--- config.mk ---
export PLATFORM = sky130hd
export DESIGN_NAME = record_fifo_with_byte_ring_flat
export DESIGN_NICKNAME = d
export VERILOG_FILES = /design/src/rtl/rfb_pkg.sv /design/src/rtl/rfb_if.sv /design/src/rtl/rfb_out_stage.sv /design/src/rtl/record_fifo_with_byte_ring.sv /design/src/flat_wrapper.sv
export SDC_FILE = /design/constraint.sdc
export NUM_CORES = 2
export LEC_CHECK = 0
export ABC_AREA = 1
export BUFFER_PORTS_ARGS = -buffer_cell sky130_fd_sc_hd__buf_2
export CELL_PAD_IN_SITES_DETAIL_PLACEMENT = 1
export CELL_PAD_IN_SITES_GLOBAL_PLACEMENT = 2
export CORE_MARGIN = 4
export CORE_UTILIZATION = 45
export CTS_BUF_LIST = sky130_fd_sc_hd__clkbuf_8
export CTS_CLUSTER_SIZE = 12
export DETAILED_ROUTE_END_ITERATION = 6
export PLACE_DENSITY_LB_ADDON = 0.2
export SETUP_SLACK_MARGIN = 0.15
export SYNTH_ARGS = -nofsm -noshare
export SYNTH_HDL_FRONTEND = slang
export SYNTH_SLANG_ARGS = --single-unit
--- constraint.sdc ---
create_clock -name clk -period 6 [get_ports clk]
set_input_delay 0.6 -clock clk [delete_from_list [all_inputs] [get_ports clk]]
set_output_delay 0.6 -clock clk [all_outputs]
set_load 0.02 [all_outputs]
--- src/rtl/rfb_pkg.sv ---
// Package for the record FIFO: sizes, codes and shared record types.
// Has no dependencies; used by rfb_out_stage, record_fifo_with_byte_ring and rfb_checker.
package rfb_pkg;

    localparam int QUEUES     = 2;
    localparam int DESC_DEPTH = 8;
    localparam int BYTE_DEPTH = 32;
    localparam int TYPE_WIDTH = 32;

    localparam int Q_W   = (QUEUES > 1) ? $clog2(QUEUES) : 1;
    localparam int DP_W  = $clog2(DESC_DEPTH);
    localparam int DF_W  = $clog2(DESC_DEPTH + 1);
    localparam int BP_W  = $clog2(BYTE_DEPTH);
    localparam int BF_W  = $clog2(BYTE_DEPTH + 1);
    localparam int CMP_W = (BF_W > 8) ? BF_W : 8;

    localparam logic [1:0] FUNC_PUSH_HDR  = 2'd0;
    localparam logic [1:0] FUNC_PUSH_BYTE = 2'd1;
    localparam logic [1:0] FUNC_POP       = 2'd2;

    localparam logic [1:0] KIND_PUSH = 2'd0;
    localparam logic [1:0] KIND_HDR  = 2'd1;
    localparam logic [1:0] KIND_BYTE = 2'd2;

    localparam logic [1:0] ST_OK        = 2'd0;
    localparam logic [1:0] ST_NO_MEMORY = 2'd1;
    localparam logic [1:0] ST_NO_DATA   = 2'd2;
    localparam logic [1:0] ST_BUSY      = 2'd3;

    typedef logic [Q_W-1:0]  qidx_t;
    typedef logic [DP_W-1:0] dptr_t;
    typedef logic [DF_W-1:0] dcnt_t;
    typedef logic [BP_W-1:0] bptr_t;
    typedef logic [BF_W-1:0] bcnt_t;

    typedef struct packed {
        logic [TYPE_WIDTH-1:0] rec_type;
        bcnt_t                 rec_len;
    } desc_t;

    typedef struct packed {
        logic [1:0]  kind;
        logic [1:0]  status;
        logic [31:0] out_type;
        logic [5:0]  out_len;
        logic [7:0]  out_byte;
        logic        last;
        logic        not_empty;
    } result_t;

endpackage

--- src/rtl/rfb_if.sv ---
// Request and result channel interfaces of the record FIFO.
// Depends on rfb_pkg for nothing but sits after it in compile order.
interface rfb_in_if;
    logic        valid;
    logic        ready;
    logic [1:0]  func;
    logic        queue_sel;
    logic [31:0] attr_type;
    logic [7:0]  value_len;
    logic [7:0]  data_byte;

    modport source (output valid, func, queue_sel, attr_type, value_len, data_byte,
                    input ready);
    modport sink (input valid, func, queue_sel, attr_type, value_len, data_byte,
                  output ready);
endinterface

interface rfb_out_if;
    logic        valid;
    logic        ready;
    logic [1:0]  kind;
    logic [1:0]  status;
    logic [31:0] out_type;
    logic [5:0]  out_len;
    logic [7:0]  out_byte;
    logic        last;
    logic        not_empty;

    modport source (output valid, kind, status, out_type, out_len, out_byte, last,
                    not_empty, input ready);
    modport sink (input valid, kind, status, out_type, out_len, out_byte, last,
                  not_empty, output ready);
endinterface

--- src/rtl/rfb_out_stage.sv ---
// Output holding register of the record FIFO result channel.
// Depends on rfb_pkg and rfb_out_if.
module rfb_out_stage (
    input  logic             clk,
    input  logic             rst_n,
    input  logic             load,
    input  rfb_pkg::result_t result,
    output logic             free,
    rfb_out_if.source        res
);
    import rfb_pkg::*;

    logic    valid_reg;
    result_t data_reg;

    assign free = !valid_reg || res.ready;

    always_ff @(posedge clk or negedge rst_n)
    begin
        if (!rst_n)
        begin
            valid_reg <= 1'b0;
        end
        else if (load)
        begin
            valid_reg <= 1'b1;
        end
        else if (res.ready)
        begin
            valid_reg <= 1'b0;
        end
    end

    always_ff @(posedge clk)
    begin
        if (load)
        begin
            data_reg <= result;
        end
    end

    assign res.valid     = valid_reg;
    assign res.kind      = data_reg.kind;
    assign res.status    = data_reg.status;
    assign res.out_type  = data_reg.out_type;
    assign res.out_len   = data_reg.out_len;
    assign res.out_byte  = data_reg.out_byte;
    assign res.last      = data_reg.last;
    assign res.not_empty = data_reg.not_empty;

endmodule

--- src/rtl/record_fifo_with_byte_ring.sv ---
// Record FIFO with per-queue descriptor rings and byte rings; uses rfb_pkg, rfb_if, rfb_out_stage.
// A push header or push byte request is accepted in S_IDLE, then applied in S_EXEC once the output stage is free.
// A pop goes through S_READ and S_EXEC to its header result, then S_POP_BYTE for its payload bytes,
// paced by the registered reads of the descriptor and payload memories and by output stalls.
// Reset clears all pointers and the pending push and sets the free counts to full;
// memory contents stay undefined until written and are only used once committed.
module record_fifo_with_byte_ring (
    input  logic      clk,
    input  logic      rst_n,
    rfb_in_if.sink    cmd,
    rfb_out_if.source res
);
    import rfb_pkg::*;

    typedef enum logic [3:0] {
        S_IDLE     = 4'b0001,
        S_READ     = 4'b0010,
        S_EXEC     = 4'b0100,
        S_POP_BYTE = 4'b1000
    } state_t;

    state_t state_reg, state_next;

    logic [1:0]            func_reg;
    qidx_t                 q_reg;
    logic [TYPE_WIDTH-1:0] type_reg;
    logic [7:0]            len_reg;
    logic [7:0]            byte_reg;

    dptr_t desc_head_reg [QUEUES];
    dptr_t desc_head_next [QUEUES];
    dptr_t desc_tail_reg [QUEUES];
    dptr_t desc_tail_next [QUEUES];
    dcnt_t desc_free_reg [QUEUES];
    dcnt_t desc_free_next [QUEUES];
    bptr_t byte_head_reg [QUEUES];
    bptr_t byte_head_next [QUEUES];
    bptr_t byte_tail_reg [QUEUES];
    bptr_t byte_tail_next [QUEUES];
    bcnt_t byte_free_reg [QUEUES];
    bcnt_t byte_free_next [QUEUES];
    bcnt_t pending_reg, pending_next;
    qidx_t pending_q_reg, pending_q_next;
    bcnt_t count_reg, count_next;

    desc_t      desc_mem [QUEUES][DESC_DEPTH];
    logic [7:0] pay_mem [QUEUES][BYTE_DEPTH];
    desc_t      desc_rd_reg;
    logic [7:0] pay_rd_reg;

    logic              accept;
    qidx_t             sq;
    qidx_t             q_in;
    logic              desc_we;
    logic              desc_rd_en;
    logic              pay_we;
    logic              pay_rd_en;
    bptr_t             pay_rd_addr;
    desc_t             desc_wdata;
    bcnt_t             used;
    bcnt_t             rlen;
    logic [QUEUES-1:0] ne_vec;
    logic              out_free;
    logic              load;
    result_t           rsp;

    function automatic dptr_t dptr_inc(input dptr_t v);
        return (v == DP_W'(DESC_DEPTH - 1)) ? '0 : v + 1'b1;
    endfunction

    function automatic bptr_t bptr_inc(input bptr_t v);
        return (v == BP_W'(BYTE_DEPTH - 1)) ? '0 : v + 1'b1;
    endfunction

    assign cmd.ready = (state_reg == S_IDLE);
    assign accept    = cmd.valid && cmd.ready;
    assign q_in      = (QUEUES > 1) ? Q_W'(cmd.queue_sel) : '0;
    assign sq        = (func_reg == FUNC_PUSH_BYTE) ? pending_q_reg : q_reg;

    assign desc_wdata.rec_type = type_reg;
    assign desc_wdata.rec_len  = BF_W'(len_reg);

    assign used = BF_W'(BYTE_DEPTH) - byte_free_reg[sq];
    assign rlen = (desc_rd_reg.rec_len > used) ? used : desc_rd_reg.rec_len;

    always_comb
    begin
        state_next     = state_reg;
        desc_head_next = desc_head_reg;
        desc_tail_next = desc_tail_reg;
        desc_free_next = desc_free_reg;
        byte_head_next = byte_head_reg;
        byte_tail_next = byte_tail_reg;
        byte_free_next = byte_free_reg;
        pending_next   = pending_reg;
        pending_q_next = pending_q_reg;
        count_next     = count_reg;
        desc_we        = 1'b0;
        desc_rd_en     = 1'b0;
        pay_we         = 1'b0;
        pay_rd_en      = 1'b0;
        pay_rd_addr    = byte_head_reg[sq];
        load           = 1'b0;
        rsp            = '0;
        rsp.kind       = KIND_PUSH;
        rsp.status     = ST_OK;
        rsp.last       = 1'b1;

        case (state_reg)
            S_IDLE:
            begin
                if (cmd.valid)
                begin
                    if (cmd.func == FUNC_POP)
                    begin
                        state_next = S_READ;
                    end
                    else if (cmd.func == FUNC_PUSH_HDR || cmd.func == FUNC_PUSH_BYTE)
                    begin
                        state_next = S_EXEC;
                    end
                end
            end
            S_READ:
            begin
                desc_rd_en = 1'b1;
                pay_rd_en  = 1'b1;
                state_next = S_EXEC;
            end
            S_EXEC:
            begin
                if (out_free)
                begin
                    load       = 1'b1;
                    state_next = S_IDLE;
                    case (func_reg)
                        FUNC_PUSH_HDR:
                        begin
                            if (pending_reg != '0)
                            begin
                                rsp.status = ST_BUSY;
                            end
                            else if (desc_free_reg[sq] == '0 ||
                                     CMP_W'(len_reg) > CMP_W'(byte_free_reg[sq]))
                            begin
                                rsp.status = ST_NO_MEMORY;
                            end
                            else
                            begin
                                desc_we = 1'b1;
                                if (len_reg == '0)
                                begin
                                    desc_tail_next[sq] = dptr_inc(desc_tail_reg[sq]);
                                    if (desc_free_reg[sq] != '0)
                                    begin
                                        desc_free_next[sq] = desc_free_reg[sq] - 1'b1;
                                    end
                                end
                                else
                                begin
                                    pending_next   = BF_W'(len_reg);
                                    pending_q_next = sq;
                                end
                            end
                        end
                        FUNC_PUSH_BYTE:
                        begin
                            if (pending_reg != '0)
                            begin
                                pay_we             = 1'b1;
                                byte_tail_next[sq] = bptr_inc(byte_tail_reg[sq]);
                                if (byte_free_reg[sq] != '0)
                                begin
                                    byte_free_next[sq] = byte_free_reg[sq] - 1'b1;
                                end
                                pending_next = pending_reg - 1'b1;
                                if (pending_reg == BF_W'(1))
                                begin
                                    desc_tail_next[sq] = dptr_inc(desc_tail_reg[sq]);
                                    if (desc_free_reg[sq] != '0)
                                    begin
                                        desc_free_next[sq] = desc_free_reg[sq] - 1'b1;
                                    end
                                end
                            end
                            else
                            begin
                                rsp.status = ST_NO_DATA;
                            end
                        end
                        FUNC_POP:
                        begin
                            rsp.kind = KIND_HDR;
                            if (desc_free_reg[sq] == DF_W'(DESC_DEPTH))
                            begin
                                rsp.status = ST_NO_DATA;
                            end
                            else
                            begin
                                rsp.out_type       = 32'(desc_rd_reg.rec_type);
                                rsp.out_len        = 6'(rlen);
                                rsp.last           = (rlen == '0);
                                desc_head_next[sq] = dptr_inc(desc_head_reg[sq]);
                                desc_free_next[sq] = desc_free_reg[sq] + 1'b1;
                                if (rlen != '0)
                                begin
                                    count_next = rlen;
                                    state_next = S_POP_BYTE;
                                end
                            end
                        end
                        default:
                        begin
                            load = 1'b0;
                        end
                    endcase
                end
            end
            S_POP_BYTE:
            begin
                if (out_free)
                begin
                    load               = 1'b1;
                    rsp.kind           = KIND_BYTE;
                    rsp.out_byte       = pay_rd_reg;
                    rsp.last           = (count_reg == BF_W'(1));
                    byte_head_next[sq] = bptr_inc(byte_head_reg[sq]);
                    byte_free_next[sq] = byte_free_reg[sq] + 1'b1;
                    count_next         = count_reg - 1'b1;
                    if (count_reg == BF_W'(1))
                    begin
                        state_next = S_IDLE;
                    end
                    else
                    begin
                        pay_rd_en   = 1'b1;
                        pay_rd_addr = bptr_inc(byte_head_reg[sq]);
                    end
                end
            end
            default:
            begin
                state_next = S_IDLE;
            end
        endcase

        for (int i = 0; i < QUEUES; i++)
        begin
            ne_vec[i] = (desc_free_next[i] != DF_W'(DESC_DEPTH));
        end
        rsp.not_empty = ne_vec[q_reg];
    end

    always_ff @(posedge clk or negedge rst_n)
    begin
        if (!rst_n)
        begin
            state_reg     <= S_IDLE;
            pending_reg   <= '0;
            pending_q_reg <= '0;
            count_reg     <= '0;
            for (int i = 0; i < QUEUES; i++)
            begin
                desc_head_reg[i] <= '0;
                desc_tail_reg[i] <= '0;
                desc_free_reg[i] <= DF_W'(DESC_DEPTH);
                byte_head_reg[i] <= '0;
                byte_tail_reg[i] <= '0;
                byte_free_reg[i] <= BF_W'(BYTE_DEPTH);
            end
        end
        else
        begin
            state_reg     <= state_next;
            pending_reg   <= pending_next;
            pending_q_reg <= pending_q_next;
            count_reg     <= count_next;
            desc_head_reg <= desc_head_next;
            desc_tail_reg <= desc_tail_next;
            desc_free_reg <= desc_free_next;
            byte_head_reg <= byte_head_next;
            byte_tail_reg <= byte_tail_next;
            byte_free_reg <= byte_free_next;
        end
    end

    always_ff @(posedge clk)
    begin
        if (accept)
        begin
            func_reg <= cmd.func;
            q_reg    <= q_in;
            type_reg <= cmd.attr_type[TYPE_WIDTH-1:0];
            len_reg  <= cmd.value_len;
            byte_reg <= cmd.data_byte;
        end
    end

    always_ff @(posedge clk)
    begin
        if (desc_we)
        begin
            desc_mem[sq][desc_tail_reg[sq]] <= desc_wdata;
        end
        if (desc_rd_en)
        begin
            desc_rd_reg <= desc_mem[sq][desc_head_reg[sq]];
        end
    end

    always_ff @(posedge clk)
    begin
        if (pay_we)
        begin
            pay_mem[sq][byte_tail_reg[sq]] <= byte_reg;
        end
        if (pay_rd_en)
        begin
            pay_rd_reg <= pay_mem[sq][pay_rd_addr];
        end
    end

    rfb_out_stage u_out_stage (
        .clk    (clk),
        .rst_n  (rst_n),
        .load   (load),
        .result (rsp),
        .free   (out_free),
        .res    (res)
    );

endmodule

--- src/flat_wrapper.sv ---
// flat-port wrapper written by rule: the top's interface ports become plain ports
module record_fifo_with_byte_ring_flat import rfb_pkg::*;
  (clk, rst_n, cmd_valid, cmd_func, cmd_queue_sel, cmd_attr_type, cmd_value_len, cmd_data_byte, cmd_ready, res_valid, res_kind, res_status, res_out_type, res_out_len, res_out_byte, res_last, res_not_empty, res_ready);
  rfb_in_if cmd_i ();
  rfb_out_if res_i ();
  input  logic clk;
  input  logic rst_n;
  input wire logic [$bits(cmd_i.valid)-1:0] cmd_valid;
  input wire logic [$bits(cmd_i.func)-1:0] cmd_func;
  input wire logic [$bits(cmd_i.queue_sel)-1:0] cmd_queue_sel;
  input wire logic [$bits(cmd_i.attr_type)-1:0] cmd_attr_type;
  input wire logic [$bits(cmd_i.value_len)-1:0] cmd_value_len;
  input wire logic [$bits(cmd_i.data_byte)-1:0] cmd_data_byte;
  output wire logic [$bits(cmd_i.ready)-1:0] cmd_ready;
  output wire logic [$bits(res_i.valid)-1:0] res_valid;
  output wire logic [$bits(res_i.kind)-1:0] res_kind;
  output wire logic [$bits(res_i.status)-1:0] res_status;
  output wire logic [$bits(res_i.out_type)-1:0] res_out_type;
  output wire logic [$bits(res_i.out_len)-1:0] res_out_len;
  output wire logic [$bits(res_i.out_byte)-1:0] res_out_byte;
  output wire logic [$bits(res_i.last)-1:0] res_last;
  output wire logic [$bits(res_i.not_empty)-1:0] res_not_empty;
  input wire logic [$bits(res_i.ready)-1:0] res_ready;
  assign cmd_i.valid = cmd_valid;
  assign cmd_i.func = cmd_func;
  assign cmd_i.queue_sel = cmd_queue_sel;
  assign cmd_i.attr_type = cmd_attr_type;
  assign cmd_i.value_len = cmd_value_len;
  assign cmd_i.data_byte = cmd_data_byte;
  assign cmd_ready = cmd_i.ready;
  assign res_valid = res_i.valid;
  assign res_kind = res_i.kind;
  assign res_status = res_i.status;
  assign res_out_type = res_i.out_type;
  assign res_out_len = res_i.out_len;
  assign res_out_byte = res_i.out_byte;
  assign res_last = res_i.last;
  assign res_not_empty = res_i.not_empty;
  assign res_i.ready = res_ready;
  record_fifo_with_byte_ring u_core (.clk(clk), .rst_n(rst_n), .cmd(cmd_i), .res(res_i));
endmodule
* Word-level counts from Yosys, hierarchy flattened
Memories as Yosys holds them, arrays and structs flattened. Index checks and enable logic that the tools add are counted.
Word-level totals: flip-flop bits (word level) 219, bits in latches 0, RAM bits 1120, bits in read-only memories 0, bits of input ports 55, output and inout bits 54, logic and storage cells 271, memories kept 2
Memories:
- u_core.desc_mem | words 2, bits a word 304, rd ports 1, clocked after Yosys merged registers in 0, write ports 1, RTL line record_fifo_with_byte_ring.sv:46 | desc_t desc_mem [QUEUES][DESC_DEPTH];
- u_core.pay_mem | words 2, bits a word 256, rd ports 1, clocked after Yosys merged registers in 0, write ports 1, RTL line record_fifo_with_byte_ring.sv:47 | logic [7:0] pay_mem [QUEUES][BYTE_DEPTH];
Cells by class: $add $sub $neg 11, multiply operators 0, div/mod/pow operators 0, magnitude comparators 11, eq/ne operators 34, shifts and indexed selects 0, mux-type cells 137, bitwise operators 12, reduce and logical (&&, ||, !) cells 32
Operator list (number):
- 2-to-1 mux 304 bit | 1
- 2-to-1 mux 256 bit | 1
- 2-to-1 mux 38 bit | 5
- binary-select mux 38 bit (select 3 bit) | 1
- demux 38 bit (select 3 bit) | 1
- 2-to-1 mux 6 bit | 19
- 2-to-1 mux 8 bit | 12
- 2-to-1 mux 12 bit | 5
- 2-to-1 mux 5 bit | 12
- 2-to-1 mux 4 bit | 13
- 2-to-1 mux 41 bit | 1
- binary-select mux 8 bit (select 5 bit) | 1
- demux 8 bit (select 5 bit) | 1
- case mux 6 bit (2 select lines) | 3
- 2-to-1 mux 1 bit | 28
- 2-to-1 mux 3 bit | 9
- bitwise mux 12 bit | 2
- case mux 12 bit (2 select lines) | 1
- case mux 8 bit (3 select lines) | 1
- bitwise mux 10 bit | 2
- AND reduction 6 bit | 3
- nonzero test 6 bit | 3
- subtractor 6 x 1 -> 6 bit, second input constant | 3
- bitwise mux 8 bit | 2
- 58 further kinds | 107

* Longest topological paths before layout
depth in word-level cells 18, depth in mapped cells 26, gate-level depth less buffers 26

* Modules after synthesis
A second synthesis with hierarchy kept.
Unflattened totals: cells, all modules 4626, area, all modules 55191.7 um2
By module, submodules not included:
- record_fifo_with_byte_ring | times used 1, cells each 4569, area each 53585.1 um2, seq. area each 38278.0 um2
- rfb_out_stage | times used 1, cells each 57, area each 1606.5 um2, seq. area each 1586.5 um2

* Worst setup path after synthesis
No wires, ideal clock.
kind reg-to-reg, start register u_core.func_reg[1], end memory u_core.desc_mem[0][0] in the netlist's numbering (enable), library setup time 433 ps, arrival time 4150 ps, required time 5567 ps, setup slack 1417 ps, stages on the path, launching flop included 21, buffers on the path 1, period minus slack after synthesis 4583 ps, path through edfxtp_1 -> inv_4 -> nand2_8 -> nand2_4 -> nand2_8 -> buf_6 -> o21ai_2 -> inv_1 -> ha_1 -> nand2_1 -> nor2_1 -> nand4_1 -> nand2_1 -> nand2_2 -> nor2_8 -> inv_2 -> nor3_4 -> inv_2 -> nor2_4 -> nand2_1 -> nor2_1
On the way: longest elaborated chain between the ends 15, elaborated cells between the ends (all ways) 29, classes of those cells 3 x order compare; 1 x eq/ne; 19 x mux; 2 x bitwise; 4 x reduce/logical
Ends and longest elaborated chain:
- start, declared | RTL line record_fifo_with_byte_ring.sv:24 | logic [1:0] func_reg;
- start signal, assigned | RTL line record_fifo_with_byte_ring.sv:291 | func_reg <= cmd.func;
- equality test 2 x 1 -> 1 bit | RTL line record_fifo_with_byte_ring.sv:78 | assign sq = (func_reg == FUNC_PUSH_BYTE) ? pending_q_reg : q_reg;
- 2-to-1 mux 1 bit | RTL line record_fifo_with_byte_ring.sv:78
- inverter 1 -> 2 bit (implied by the code) | RTL line record_fifo_with_byte_ring.sv:143, record_fifo_with_byte_ring.sv:144, record_fifo_with_byte_ring.sv:303
- 2-to-1 mux 6 bit (implied by the code) / 2-to-1 mux 4 bit (equally long branches) (3 in series) | RTL line record_fifo_with_byte_ring.sv:144, record_fifo_with_byte_ring.sv:143
- greater-than comparator 8 x 6 -> 1 bit / zero test 4 bit (equally long branches) | RTL line record_fifo_with_byte_ring.sv:144, record_fifo_with_byte_ring.sv:143
- logical OR 1 bit | RTL line record_fifo_with_byte_ring.sv:143 | else if (desc_free_reg[sq] == '0 ||
- 2-to-1 mux 1 bit | RTL line record_fifo_with_byte_ring.sv:143
- 2-to-1 mux 1 bit | RTL line record_fifo_with_byte_ring.sv:139 | if (pending_reg != '0)
- 2-to-1 mux 1 bit | RTL line record_fifo_with_byte_ring.sv:136 | case (func_reg)
- 2-to-1 mux 1 bit | RTL line record_fifo_with_byte_ring.sv:132 | if (out_free)
- 2-to-1 mux 1 bit | RTL line record_fifo_with_byte_ring.sv:109 | case (state_reg)
- 2-to-1 mux 1 bit | RTL line record_fifo_with_byte_ring.sv:301 | if (desc_we)
- 2-to-1 mux 304 bit (implied by the code) | RTL line record_fifo_with_byte_ring.sv:303 | desc_mem[sq][desc_tail_reg[sq]] <= desc_wdata;
- end, declared | RTL line record_fifo_with_byte_ring.sv:46
Several ways; a longest one is shown, not always the timed one. The select of a mux whose other input is x is not followed.

* Worst setup path in the final report
start register u_core.func_reg[0], end memory u_core.desc_mem[0][253] in the netlist's numbering (enable)
Same word-level chain as after synthesis.

==> impl_metrics.json <==
{
  "power.density_mw_per_mm2": 428,
  "setup_total_negative_slack_ns": 0,
  "num_rows": 128,
  "worstPathArrival_ns": 5.47,
  "dieWidth_um": 358,
  "cell_with_the_largest_stage_delay_on_the_worst_path": "nor2_4",
  "max_clock_freq_mhz": 207,
  "hold_viol": 0,
  "cts_made_buffers": 220,
  "gr-usage-met1_pct": 32.6,
  "post_cts_resized": 0,
  "whs_ns": 0.237,
  "timing.critical_path.fanout_max": 66,
  "cts_max_level": 4,
  "share_of_cells_above_drive_strength_1_pct": 12.5,
  "tritoncts_num_sinks": 1339,
  "use_met2_pct": 41.7,
  "syn-instance-count": 4574,
  "detail_route.first_pass.iterations": 5,
  "dr_total_vias": 36700,
  "tritoncts_clock_tree": "yes",
  "grt_most_used_layer": "met2",
  "critPathMaxStageDelay_ns": 0.78,
  "power.total_w": 0.0268,
  "synth_cell_area_mm2": 0.0552,
  "final_max_slew_viol_count": 0,
  "maxCapViolations": 0,
  "finalWeightedCongestion": 0.804,
  "drt_wl_total_um": 156000,
  "area.growth.synth_to_final_pct": 13.5,
  "power.share.switching_pct": 36.3,
  "combinational_cell_fraction_of_total_power_pct": 28.3,
  "post-route-worst-setup-slack_ns": 1.17,
  "synth_seq_area_share_pct": 72.3,
  "critical_path.endpoint_type": "flop",
  "port-buffer-count": 108,
  "power_report.internal_total_w": 0.0171,
  "p_sw_w": 0.00973,
  "netlist-cell-type-count": 61,
  "run_status": "finished clean",
  "number_of_global_route_vias_before_repair": 38400,
  "core_area_mm2": 0.122,
  "postSynthAreaPerCell_um2": 12.1,
  "global_route.usage.total_pct": 24.4,
  "overflow": 0,
  "clkPwrFrac_pct": 28.6,
  "drt-wirelength-per-cell_um": 23.5,
  "yosys_register_bits": 1339,
  "final_net_count": 4898,
  "path_cells": "nand2_8, nand2_4, nand2_8, nand2_1, o21ai_2, inv_1, ha_1, nand2_1, nor2_1, nand4_1, nand2_1, nand2_2, nor2_8, inv_2, nor3_4, inv_2, nor2_4, nand2_1, nor2_4, buf_4",
  "largest_register_ffs": 608,
  "relative_slew_slack_pct": 14.0,
  "ios": 109,
  "cpLargestDelayFamily": "simple AND/OR/NAND/NOR gates",
  "final-setup-viol-count": 0,
  "finalCritPeriodShare_pct": 80.6,
  "ys.warnings.count": 0,
  "grt_setup_unrepaired": "no",
  "seqPwrFrac_pct": 43.0,
  "vdd_ir_drop_max_v": 0.000289,
  "maximum_number_of_pins_on_one_net_before_global_route_repair": 155,
  "cp.required_ns": 6.64,
  "remaining_drc_errors": 0,
  "die-area_mm2": 0.128,
  "post-route-min-period_ns": 4.83,
  "critPathBufInv": 4,
  "clk_latency_ns": 0.95,
  "syn_nets": 4656,
  "cp-start-kind": "flop",
  "dieHeight_um": 358,
  "pre_cts_ws_ns": 1.13,
  "static-leakage-power_nw": 22.7,
  "global_route_wire_length_before_repair_um": 237000,
  "initial_core_util_pct": 45.3,
  "dp_hpwl_um": 91800,
  "first_iter_violations": 2555,
  "worst_skew_ns": 0.0404,
  "grt.met3_usage_pct": 3.82,
  "tightest_slew_ns": 1.28,
  "cell_chosen_for_the_clock_root": "clkbuf_8",
  "timing.hold.worst.class": "in2reg",
  "maximum_number_of_buffers_from_clock_root_to_sink": 3,
  "cpMostUsedCell": "nand2_1",
  "final_antenna_violating_net_count": 0,
  "clk_pin_slew_worst_paths_ns": 0.06,
  "route.detailed.vias_per_inst": 5.54,
  "setup.worst_path.class": "reg2reg",
  "antenna_found_initial": 3
}
## cell usage in the layout, fill, tap and decap left out, types with 73 or more instances in the layout
cell	n
nand4_1	140
buf_2	107
o21ai_0	180
edfxtp_1	1269
clkbuf_8	231
nand2_1	1421
nor2_1	145
a21oi_1	73
inv_1	229
nand3_1	226
a31oi_1	180
buf_4	124
## through the flow
step           util, %  instance area (µm²)  cells
2_1_floorplan        -                55200   4574
3_3_place_gp      47.5                57900   6165
3_5_place_dp      47.5                57900   6165
4_1_cts           51.4                62600   6633
5_1_grt           51.4                62600   6635
6_report          51.4                62600   6635
## routing by layer
metal  part of all wire (%)  wire length, µm
met3                    4.3             6750
met5                      0                0
met2                     50            78500
met4                    2.0             3200
met1                     43            67600
## worst min-delay path, cell delays in order
cell,delay (ns)
buf_2,0.09
inv_1,0.10
nor2_4,0.15
## cell usage after synthesis (all sizes together)
cell type     n  area share (%)
ha           27            0.61
a32oi        34            0.54
or2          12            0.14
nand3b        1           0.014
o22ai         3           0.034
o21bai        1           0.014
a211oi       11            0.15
o211ai       26            0.35
mux2          2           0.041
a21oi        73            0.66
xor2         10            0.17
nand2      1439             9.9
nor4          2           0.034
a21boi        6           0.082
dfstp         5            0.24
clkbuf      112            0.76
mux2i        21            0.39
nor2        170             1.2
inv         163             1.1
o31ai         2           0.027
or3           1           0.011
nor3         76            0.74
clkinv        1          0.0068
edfxtp     1269              69
a22o          1           0.016
a31oi       180             2.0
a2bb2oi       1           0.016
buf         164             1.5
o21ai       262             2.5
and3         21            0.24
dfrtp        65             2.9
nand4       141             1.6
a221oi       23            0.37
nand3       229             2.1
a22oi         2           0.027
o21a          8            0.11
xnor2         6           0.095
o221ai        4           0.063
## cells by family after synthesis
group / Yosys count / synth area share, %
flops: 1339 / 72.3
fa+ha+maj: 27 / 0.612
mux: 23 / 0.429
buf+inv: 440 / 3.41
xor+xnor: 16 / 0.268
compound gates: 637 / 6.97
simple gates: 2092 / 16.1
## area by class of cell
cell class                 count  area (µm²)
tap                         1625        2030
clock buffer                 231        3180
sequential                  1339       39900
fill                       12600       59100
timing repair buffer         296        2230
clock inverter               183        1030
multi-input combinational   2795       13700
inverter                     164         618
antenna                        2        5.00
## power groups by stage
stage / logic [W] / registers [W] / clock network (W)
2_1_floorplan: 0.00472 / 0.0117 / 0
4_1_cts: 0.00771 / 0.0115 / 0.00788
3_5_place_dp: 0.00765 / 0.0117 / 0
6_report: 0.00760 / 0.0115 / 0.00768
5_1_grt: 0.00843 / 0.0116 / 0.00831
3_3_place_gp: 0.00756 / 0.0117 / 0
## final timing paths
path / startpoint / to / slack, ns / depth (start not counted)
setup / recovery: u_core.func_reg[0] / u_core.desc_mem[0][253] / 1.17 / 20
hold / removal: cmd_valid / u_core.len_reg[5] / 0.24 / 3
setup reg to reg: u_core.func_reg[0] / u_core.desc_mem[0][253] / 1.17 / 20
hold reg to reg: u_core.byte_tail_reg[5] / u_core.byte_tail_reg[5] / 0.47 / 2
max in group asynchronous: rst_n / u_core.byte_tail_reg[2] / 4.92 / 2
min in group asynchronous: rst_n / u_core.desc_tail_reg[4] / 0.38 / 2
## repair_timing
action | CTS | global route
hold endpoints to repair | 119 | 0
setup buffers | 0 | 0
hold buffers | 54 | 0
(Power assumes the default switching activity.)
